<file path="src/rtl/albvp_pkg.sv">
// ----------------------------------------------------------------------------
// ASCII line byte-value parser package
// Shared constants, types and character helpers for the line parser.
// ----------------------------------------------------------------------------
`default_nettype none

package albvp_pkg;

  // Line buffer capacity; a line holds at most LINE_CAP-1 characters.
  localparam int unsigned LINE_CAP = 16;
  localparam int unsigned LEN_W    = $clog2(LINE_CAP);

  // Magnitude saturates at this value.
  localparam int unsigned MAG_W     = 9;
  localparam int unsigned SAT_LIMIT = 256;
  // Wide enough for the largest magnitude times sixteen plus a digit.
  localparam int unsigned ACC_W     = 13;

  // Character codes.
  localparam logic [7:0] CH_CR    = 8'h0D;
  localparam logic [7:0] CH_LF    = 8'h0A;
  localparam logic [7:0] CH_NUL   = 8'h00;
  localparam logic [7:0] CH_SP    = 8'h20;
  localparam logic [7:0] CH_TAB   = 8'h09;
  localparam logic [7:0] CH_VT    = 8'h0B;
  localparam logic [7:0] CH_FF    = 8'h0C;
  localparam logic [7:0] CH_PLUS  = 8'h2B;
  localparam logic [7:0] CH_MINUS = 8'h2D;
  localparam logic [7:0] CH_ZERO  = 8'h30;
  localparam logic [7:0] CH_ONE   = 8'h31;
  localparam logic [7:0] CH_NINE  = 8'h39;
  localparam logic [7:0] CH_LO_X  = 8'h78;
  localparam logic [7:0] CH_UP_X  = 8'h58;
  localparam logic [7:0] CH_LO_A  = 8'h61;
  localparam logic [7:0] CH_LO_F  = 8'h66;
  localparam logic [7:0] CH_UP_A  = 8'h41;
  localparam logic [7:0] CH_UP_F  = 8'h46;

  // Result status codes.
  localparam logic [1:0] ST_OK       = 2'd0;
  localparam logic [1:0] ST_INVALID  = 2'd1;
  localparam logic [1:0] ST_TOO_LONG = 2'd2;

  // Parser phase within one line.
  typedef enum logic [2:0] {
    PH_WS,
    PH_SIGN,
    PH_ZERO,
    PH_ZEROX,
    PH_DIGITS,
    PH_DONE
  } phase_t;

  // Number base.
  typedef enum logic [1:0] {
    BASE_DEC,
    BASE_OCT,
    BASE_HEX
  } base_t;

  // Decoded hex digit: valid flag and value.
  typedef struct packed {
    logic       vld;
    logic [3:0] val;
  } digit_t;

  // Classify a character as a hex digit (0-9, a-f, A-F).
  function automatic digit_t hex_digit(input logic [7:0] c);
    digit_t d;
    d.vld = 1'b0;
    d.val = 4'd0;
    if (c >= CH_ZERO && c <= CH_NINE) begin
      d.vld = 1'b1;
      d.val = 4'(c - CH_ZERO);
    end else if (c >= CH_LO_A && c <= CH_LO_F) begin
      d.vld = 1'b1;
      d.val = 4'(c - CH_LO_A + 8'd10);
    end else if (c >= CH_UP_A && c <= CH_UP_F) begin
      d.vld = 1'b1;
      d.val = 4'(c - CH_UP_A + 8'd10);
    end
    return d;
  endfunction

  // Digit of the given base, or invalid when out of range for it.
  function automatic digit_t base_digit(input logic [7:0] c, input base_t b);
    digit_t d;
    d = hex_digit(c);
    if (b == BASE_OCT && d.val > 4'd7) d.vld = 1'b0;
    if (b == BASE_DEC && d.val > 4'd9) d.vld = 1'b0;
    return d;
  endfunction

  function automatic logic is_space(input logic [7:0] c);
    return (c == CH_SP) || (c == CH_TAB) || (c == CH_VT) || (c == CH_FF);
  endfunction

endpackage

`default_nettype wire

</file>
<file path="src/rtl/ascii_line_byte_value_parser.sv">
// ----------------------------------------------------------------------------
// ASCII line byte-value parser
// Gathers received bytes into lines and reports each non-empty line as a byte
// value, an invalid line or a dropped over-long line.
// ----------------------------------------------------------------------------
// Path: a line-ending beat is taken into the input register, and its result
// beat is then written to the result register.
// Throughput: one input beat per cycle; the input register stalls only when
// it holds a result-producing beat and the result register is still full.
// Reset: rst_n low clears both pipeline valids and the line parse state.
`default_nettype none

module ascii_line_byte_value_parser (
  input  wire logic        clk,
  input  wire logic        rst_n,
  // Input stream
  input  wire logic        in_tvalid,
  output logic             in_tready,
  input  wire logic [7:0]  in_tdata,   // [7:0] rx_byte
  // Result stream
  output logic             out_tvalid,
  input  wire logic        out_tready,
  output logic [15:0]      out_tdata   // [1:0] status, [9:2] value, [15:10] zero
);

  // Input register
  logic       s1_vld_r;
  logic [7:0] s1_byte_r;

  // Line parse state
  logic [albvp_pkg::LEN_W-1:0] len_r, len_nxt;
  albvp_pkg::phase_t           phase_r, phase_nxt;
  albvp_pkg::base_t            base_r, base_nxt;
  logic                        neg_r, neg_nxt;
  logic [albvp_pkg::MAG_W-1:0] mag_r, mag_nxt;
  logic                        inv_r, inv_nxt;

  // Result register
  logic       out_vld_r;
  logic [1:0] out_status_r, res_status;
  logic [7:0] out_value_r, res_value;

  logic res_vld;
  logic out_free;
  logic s1_adv;

  // Handshake and advance control
  assign out_free  = !out_vld_r || out_tready;
  assign s1_adv    = s1_vld_r && (!res_vld || out_free);
  assign in_tready = !s1_vld_r || s1_adv;

  // Character feed: next parse state for the held byte
  logic                        is_eol;
  logic                        has_room;
  albvp_pkg::digit_t           dig_oct;
  albvp_pkg::digit_t           dig_hex;
  albvp_pkg::digit_t           dig_cur;
  logic [albvp_pkg::ACC_W-1:0] acc;

  always_comb begin
    is_eol   = (s1_byte_r == albvp_pkg::CH_CR) || (s1_byte_r == albvp_pkg::CH_LF);
    has_room = (albvp_pkg::ACC_W'(len_r) < albvp_pkg::ACC_W'(albvp_pkg::LINE_CAP - 1));
    dig_oct  = albvp_pkg::base_digit(s1_byte_r, albvp_pkg::BASE_OCT);
    dig_hex  = albvp_pkg::base_digit(s1_byte_r, albvp_pkg::BASE_HEX);
    dig_cur  = albvp_pkg::base_digit(s1_byte_r, base_r);
    case (base_r)
      albvp_pkg::BASE_HEX: acc = (albvp_pkg::ACC_W'(mag_r) << 4) + albvp_pkg::ACC_W'(dig_cur.val);
      albvp_pkg::BASE_OCT: acc = (albvp_pkg::ACC_W'(mag_r) << 3) + albvp_pkg::ACC_W'(dig_cur.val);
      default:             acc = (albvp_pkg::ACC_W'(mag_r) << 3) + (albvp_pkg::ACC_W'(mag_r) << 1)
                                 + albvp_pkg::ACC_W'(dig_cur.val);
    endcase
  end

  // Next-state logic
  always_comb begin
    len_nxt   = len_r;
    phase_nxt = phase_r;
    base_nxt  = base_r;
    neg_nxt   = neg_r;
    mag_nxt   = mag_r;
    inv_nxt   = inv_r;
    if (is_eol || !has_room) begin
      // Line end or overflow: start a fresh line.  An empty line end is a no-op
      // that leaves the cleared state as it is.
      len_nxt   = '0;
      phase_nxt = albvp_pkg::PH_WS;
      base_nxt  = albvp_pkg::BASE_DEC;
      neg_nxt   = 1'b0;
      mag_nxt   = '0;
      inv_nxt   = 1'b0;
    end else begin
      len_nxt = len_r + 1'b1;
      if (!inv_r && phase_r != albvp_pkg::PH_DONE) begin
        case (phase_r)
          albvp_pkg::PH_WS, albvp_pkg::PH_SIGN: begin
            if (phase_r == albvp_pkg::PH_WS && albvp_pkg::is_space(s1_byte_r)) begin
              phase_nxt = phase_r;
            end else if (phase_r == albvp_pkg::PH_WS &&
                         (s1_byte_r == albvp_pkg::CH_PLUS ||
                          s1_byte_r == albvp_pkg::CH_MINUS)) begin
              neg_nxt   = (s1_byte_r == albvp_pkg::CH_MINUS);
              phase_nxt = albvp_pkg::PH_SIGN;
            end else if (s1_byte_r == albvp_pkg::CH_ZERO) begin
              phase_nxt = albvp_pkg::PH_ZERO;
            end else if (s1_byte_r >= albvp_pkg::CH_ONE &&
                         s1_byte_r <= albvp_pkg::CH_NINE) begin
              base_nxt  = albvp_pkg::BASE_DEC;
              mag_nxt   = albvp_pkg::MAG_W'(s1_byte_r - albvp_pkg::CH_ZERO);
              phase_nxt = albvp_pkg::PH_DIGITS;
            end else begin
              inv_nxt = 1'b1;
            end
          end
          albvp_pkg::PH_ZERO: begin
            if (s1_byte_r == albvp_pkg::CH_NUL) begin
              phase_nxt = albvp_pkg::PH_DONE;
            end else if (s1_byte_r == albvp_pkg::CH_LO_X ||
                         s1_byte_r == albvp_pkg::CH_UP_X) begin
              phase_nxt = albvp_pkg::PH_ZEROX;
            end else if (!dig_oct.vld) begin
              inv_nxt = 1'b1;
            end else begin
              base_nxt  = albvp_pkg::BASE_OCT;
              mag_nxt   = albvp_pkg::MAG_W'(dig_oct.val);
              phase_nxt = albvp_pkg::PH_DIGITS;
            end
          end
          albvp_pkg::PH_ZEROX: begin
            if (!dig_hex.vld) begin
              inv_nxt = 1'b1;
            end else begin
              base_nxt  = albvp_pkg::BASE_HEX;
              mag_nxt   = albvp_pkg::MAG_W'(dig_hex.val);
              phase_nxt = albvp_pkg::PH_DIGITS;
            end
          end
          albvp_pkg::PH_DIGITS: begin
            if (s1_byte_r == albvp_pkg::CH_NUL) begin
              phase_nxt = albvp_pkg::PH_DONE;
            end else if (!dig_cur.vld) begin
              inv_nxt = 1'b1;
            end else if (acc > albvp_pkg::ACC_W'(albvp_pkg::SAT_LIMIT)) begin
              mag_nxt = albvp_pkg::MAG_W'(albvp_pkg::SAT_LIMIT);
            end else begin
              mag_nxt = albvp_pkg::MAG_W'(acc);
            end
          end
          default: phase_nxt = phase_r;
        endcase
      end
    end
  end

  // Result logic: a non-empty line end or an overflow character reports
  logic line_ok;

  always_comb begin
    line_ok = !inv_r &&
              (phase_r == albvp_pkg::PH_ZERO || phase_r == albvp_pkg::PH_DIGITS ||
               phase_r == albvp_pkg::PH_DONE) &&
              !(neg_r && mag_r != '0) &&
              (mag_r < albvp_pkg::MAG_W'(albvp_pkg::SAT_LIMIT));
    res_vld    = 1'b0;
    res_status = albvp_pkg::ST_OK;
    res_value  = 8'd0;
    if (is_eol) begin
      res_vld = (len_r != '0);
      if (line_ok) begin
        res_value = mag_r[7:0];
      end else begin
        res_status = albvp_pkg::ST_INVALID;
      end
    end else if (!has_room) begin
      res_vld    = 1'b1;
      res_status = albvp_pkg::ST_TOO_LONG;
    end
  end

  // Input register
  always_ff @(posedge clk) begin
    if (!rst_n) begin
      s1_vld_r <= 1'b0;
    end else if (in_tready) begin
      s1_vld_r <= in_tvalid;
    end
  end

  always_ff @(posedge clk) begin
    if (in_tready && in_tvalid) begin
      s1_byte_r <= in_tdata;
    end
  end

  // Parse state registers
  always_ff @(posedge clk) begin
    if (!rst_n) begin
      len_r   <= '0;
      phase_r <= albvp_pkg::PH_WS;
      base_r  <= albvp_pkg::BASE_DEC;
      neg_r   <= 1'b0;
      mag_r   <= '0;
      inv_r   <= 1'b0;
    end else if (s1_adv) begin
      len_r   <= len_nxt;
      phase_r <= phase_nxt;
      base_r  <= base_nxt;
      neg_r   <= neg_nxt;
      mag_r   <= mag_nxt;
      inv_r   <= inv_nxt;
    end
  end

  // Result register
  always_ff @(posedge clk) begin
    if (!rst_n) begin
      out_vld_r <= 1'b0;
    end else if (out_free) begin
      out_vld_r <= s1_adv && res_vld;
    end
  end

  always_ff @(posedge clk) begin
    if (s1_adv && res_vld) begin
      out_status_r <= res_status;
      out_value_r  <= res_value;
    end
  end

  assign out_tvalid = out_vld_r;
  assign out_tdata  = {6'd0, out_value_r, out_status_r};

  // Assertions
  a_len_bound: assert property (@(posedge clk) disable iff (!rst_n)
    32'(len_r) <= albvp_pkg::LINE_CAP - 1)
    else $error("line length beyond capacity");

  a_value_only_ok: assert property (@(posedge clk) disable iff (!rst_n)
    out_vld_r |-> (out_status_r == albvp_pkg::ST_OK || out_value_r == 8'd0))
    else $error("nonzero value on a failed line");

  a_status_code: assert property (@(posedge clk) disable iff (!rst_n)
    out_vld_r |-> (out_status_r == albvp_pkg::ST_OK ||
                   out_status_r == albvp_pkg::ST_INVALID ||
                   out_status_r == albvp_pkg::ST_TOO_LONG))
    else $error("undefined status code");

  a_s1_hold: assert property (@(posedge clk) disable iff (!rst_n)
    (s1_vld_r && !s1_adv) |=> (s1_vld_r && $stable(s1_byte_r) && $stable(len_r)))
    else $error("held byte or line state changed while stalled");

  a_phase_len: assert property (@(posedge clk) disable iff (!rst_n)
    (phase_r != albvp_pkg::PH_WS || inv_r || neg_r) |-> (len_r != '0))
    else $error("parse progress on an empty line");

endmodule

`default_nettype wire

</file>
<file path="config.mk">
export PLATFORM = sky130hd
export DESIGN_NAME = ascii_line_byte_value_parser
export DESIGN_NICKNAME = d
export VERILOG_FILES = /design/src/rtl/albvp_pkg.sv /design/src/rtl/ascii_line_byte_value_parser.sv
export SDC_FILE = /design/constraint.sdc
export NUM_CORES = 1
export LEC_CHECK = 0
export ABC_CLOCK_PERIOD_IN_PS = 6900
export BUFFER_PORTS_ARGS = -buffer_cell sky130_fd_sc_hd__buf_2
export CAP_MARGIN = 20
export CORE_ASPECT_RATIO = 0.5
export CORE_MARGIN = 4
export CORE_UTILIZATION = 60
export DETAILED_ROUTE_END_ITERATION = 7
export HOLD_SLACK_MARGIN = 0.06
export PLACE_DENSITY_LB_ADDON = 0.3
export SLEW_MARGIN = 20
export SYNTH_ARGS = -nofsm -noshare
export SYNTH_HDL_FRONTEND = slang
export SYNTH_SLANG_ARGS = --single-unit
export TNS_END_PERCENT = 100
</file>
<file path="constraint.sdc">
create_clock -name clk -period 6.9 [get_ports clk]
set_input_delay 0 -clock clk [delete_from_list [all_inputs] [get_ports clk]]
set_output_delay 0 -clock clk [all_outputs]
set_load 0.005 [all_outputs]
</file>
==> flow_summary.json <==
{
  "status": "completed",
  "top_layer": "met4",
  "arrival_ns": 5.52,
  "slew_headroom": 0.364,
  "synthFlopType": "dfxtp_1",
  "drc": 0,
  "power_mw": 0.654,
  "max_freq_mhz": 189,
  "switchingPower_mw": 0.182,
  "dp_hpwl_um": 7250,
  "powerDensity_nw_per_um2": 158,
  "grt_pass1_vias": 3444,
  "htree_num_levels": 2,
  "grt_start_max_net_pins": 26,
  "clk_pin_slew_worst_paths_ns": 0.06,
  "syn_area_um2": 3780,
  "route.met3.wl_um": 792,
  "fin_crit_ns": 5.30,
  "fp-row-count": 20,
  "cts.path.max_buffers": 2,
  "vias_per_cell": 6.54,
  "final_antenna_net_count": 0,
  "p_leak_nw": 1.66,
  "synth_edf_count": 18,
  "first_iter_violations": 415,
  "ioPinCount": 30,
  "cts_tree": "done",
  "rsz0062_at_grt": "false",
  "clock_latency_ns": 0.29,
  "seq_area_frac_synth": 0.260,
  "synth_cells": 452,
  "fin_crit_sh": 0.768,
  "min_path_type": "in -> reg",
  "tns_ns": 0,
  "cts_hold_buf": 10,
  "ys_async_sr_fraction": 0,
  "numClockSinks": 40,
  "numCtsBuffers": 5,
  "crit_path_end_kind": "register",
  "hold_viol_final": 0,
  "grt-ovfl-total": 0,
  "routed_wl_um": 10000,
  "fin_util": 0.681,
  "synth_cell_type_count": 83,
  "finalSetupViolations": 0,
  "synth_seq_cells": 40,
  "ir_drop_mv": 0.171,
  "die-area_um2": 7710,
  "wl_met1_um": 4530,
  "clockPowerShare": 0.404,
  "grt_pass1_wl_um": 17000,
  "drive_above_1_share": 0.107,
  "initial_core_util": 0.622,
  "critPathKind": "reg -> reg",
  "cp-start-kind": "register",
  "drv_cap": 0,
  "fin_skew_ns": 0.00678,
  "antenna_cells": 0,
  "cts-root-buf": "clkbuf_16",
  "routedWlPerCell_um": 18.1,
  "cts_resized": 0,
  "dpl_worst_slack_ns": 1.66,
  "power.share.combinational": 0.177,
  "postCtsSetupBuffers": 0,
  "crit_required_ns": 7.12,
  "worstMarginPinSlew_ns": 0.952,
  "swShare": 0.279,
  "grt_usage": 0.277,
  "antenna_found_initial": 0,
  "fin_nets": 513,
  "cp_max_fo": 11,
  "die_x_um": 120,
  "area_growth_pct": 9.60,
  "ys_warn_count": 0,
  "fin_hold_ws_ns": 0.0804,
  "slew_viol_final": 0,
  "first_pass_iters": 5,
  "syn_area_per_cell_um2": 8.36,
  "seqPwrFrac": 0.419,
  "core_um2": 6080,
  "worst_slack_ns": 1.60,
  "port_buffers": 23,
  "chipHeight_um": 64.1,
  "place.gp.congestion": 1.01,
  "routed-via-count": 3621,
  "wl_met2_um": 4550,
  "power.internal_mw": 0.471
}
final cells by class:
| cell class | count | area, um^2 |
|---|---|---|
| multi-input cells | 361 | 2570 |
| fillers | 505 | 1940 |
| flip-flops and latches | 40 | 981 |
| repair buffers | 35 | 230 |
| clock buffers | 5 | 125 |
| well taps | 88 | 110 |
| inverters | 22 | 82.6 |
| clock inverters | 3 | 42.5 |
power by group through the flow:
stage               clock (mW)  combinational, mW  sequential (mW)
floorplan                    0             0.0952            0.265
global route             0.281              0.127            0.276
global placement             0              0.105            0.277
detailed placement           0              0.106            0.278
finish                   0.264              0.116            0.274
CTS                      0.265              0.112            0.273
critical path, stage by stage, from the launching register on:
cell	delay [ns]
edfxtp_1	0.55
inv_1	0.25
ha_1	0.21
or4b_4	0.49
o31ai_4	0.22
o22ai_2	0.14
nand2_1	0.18
nor2_1	0.05
o21ai_0	0.15
o21ai_0	0.13
ha_1	0.29
ha_1	0.21
inv_1	0.07
fa_1	0.19
nand2b_1	0.14
or3b_1	0.34
o41ai_1	0.30
o311ai_1	0.19
nor4bb_1	0.43
a22oi_1	0.12
or4_1	0.43
a21oi_1	0.15
metrics by stage:
| step | std cells | area, um^2 |
|---|---|---|
| 2_1_floorplan | 457 | 3800 |
| 3_3_place_gp | 536 | 3870 |
| 3_5_place_dp | 536 | 3870 |
| 4_1_cts | 554 | 4140 |
| 5_1_grt | 554 | 4140 |
| 6_report | 554 | 4140 |
routing by layer:
metal  global-route usage  vias to the layer above
met2                0.451                      150
met3               0.0610                       17
met4                0.100                        0
met1                0.364                     1730
li1                     -                     1724
met5                    0                        -
Yosys cell counts (3+ instances only):
library cell,count,area share
a211oi_1,7,0.014
edfxtp_1,18,0.14
o21ai_1,4,0.0053
nor3_1,15,0.020
or2_2,3,0.0050
a311o_1,3,0.0079
dfxtp_1,22,0.12
nor2_1,37,0.037
clkbuf_1,22,0.022
o21a_1,4,0.0079
a22oi_1,4,0.0079
or4_1,6,0.012
and2_1,11,0.018
o21ai_0,24,0.032
ha_1,34,0.11
o41ai_1,3,0.0070
a21oi_1,19,0.025
or2_1,3,0.0050
nand3b_1,3,0.0060
nor2b_1,8,0.013
nor4b_1,3,0.0070
nand2b_1,5,0.0083
inv_1,22,0.022
nand4_1,5,0.0083
o21bai_1,4,0.0079
nor4_1,5,0.0083
and3_1,3,0.0050
o221ai_1,4,0.0093
buf_2,5,0.0066
a31oi_1,6,0.0099
buf_4,6,0.012
nand2_1,33,0.033
a32o_1,4,0.011
xor2_1,4,0.0093
mux2i_1,10,0.026
o211ai_1,9,0.018
nand3_1,14,0.019
worst paths after layout:
path / start / end / slack, ns / cells past startpoint
max: s1_byte_r[0] / mag_r[7] / 1.60 / 21
min: rst_n / mag_r[8] / 0.08 / 2
min reg2reg: len_r[1] / len_r[1] / 0.50 / 2
max reg2reg: s1_byte_r[0] / mag_r[7] / 1.60 / 21
flip-flops by register name, summed over array words and instances, names as in the netlist:
register and count:
s1_byte_r 8, mag_r 9, phase_r 3, neg_r 1, out_value_r 8, inv_r 1, len_r 4, out_tvalid 1
out_status_r 2, base_r 2, s1_vld_r 1
layout by cell type (no fill, tap or decap), types with 10 or more instances in the layout:
master / Yosys / final
edfxtp_1: 18 / 18
mux2i_1: 10 / 10
o21ai_0: 24 / 24
nor3_1: 15 / 15
and2_1: 11 / 11
dfxtp_1: 22 / 22
a21oi_1: 19 / 19
inv_1: 22 / 22
dlygate4sd3_1: 0 / 10
ha_1: 34 / 34
nand3_1: 14 / 14
buf_2: 5 / 23
nand2_1: 33 / 33
nor2_1: 37 / 37
cell families (layout without fill, tap and decap cells):
family / after synthesis / count (layout) / share of synthesized area
AO/OA/AOI/OAI: 134 / 134 / 0.267
other: 1 / 6 / 0.000992
AND/OR/NAND/NOR: 168 / 168 / 0.241
buffers and inverters: 56 / 65 / 0.0652
multiplexers: 11 / 11 / 0.0295
adder cells (fa/ha/maj): 36 / 36 / 0.123
XOR/XNOR: 6 / 6 / 0.0139
flip-flops: 40 / 40 / 0.260
Power figures use the tool's default switching activity.
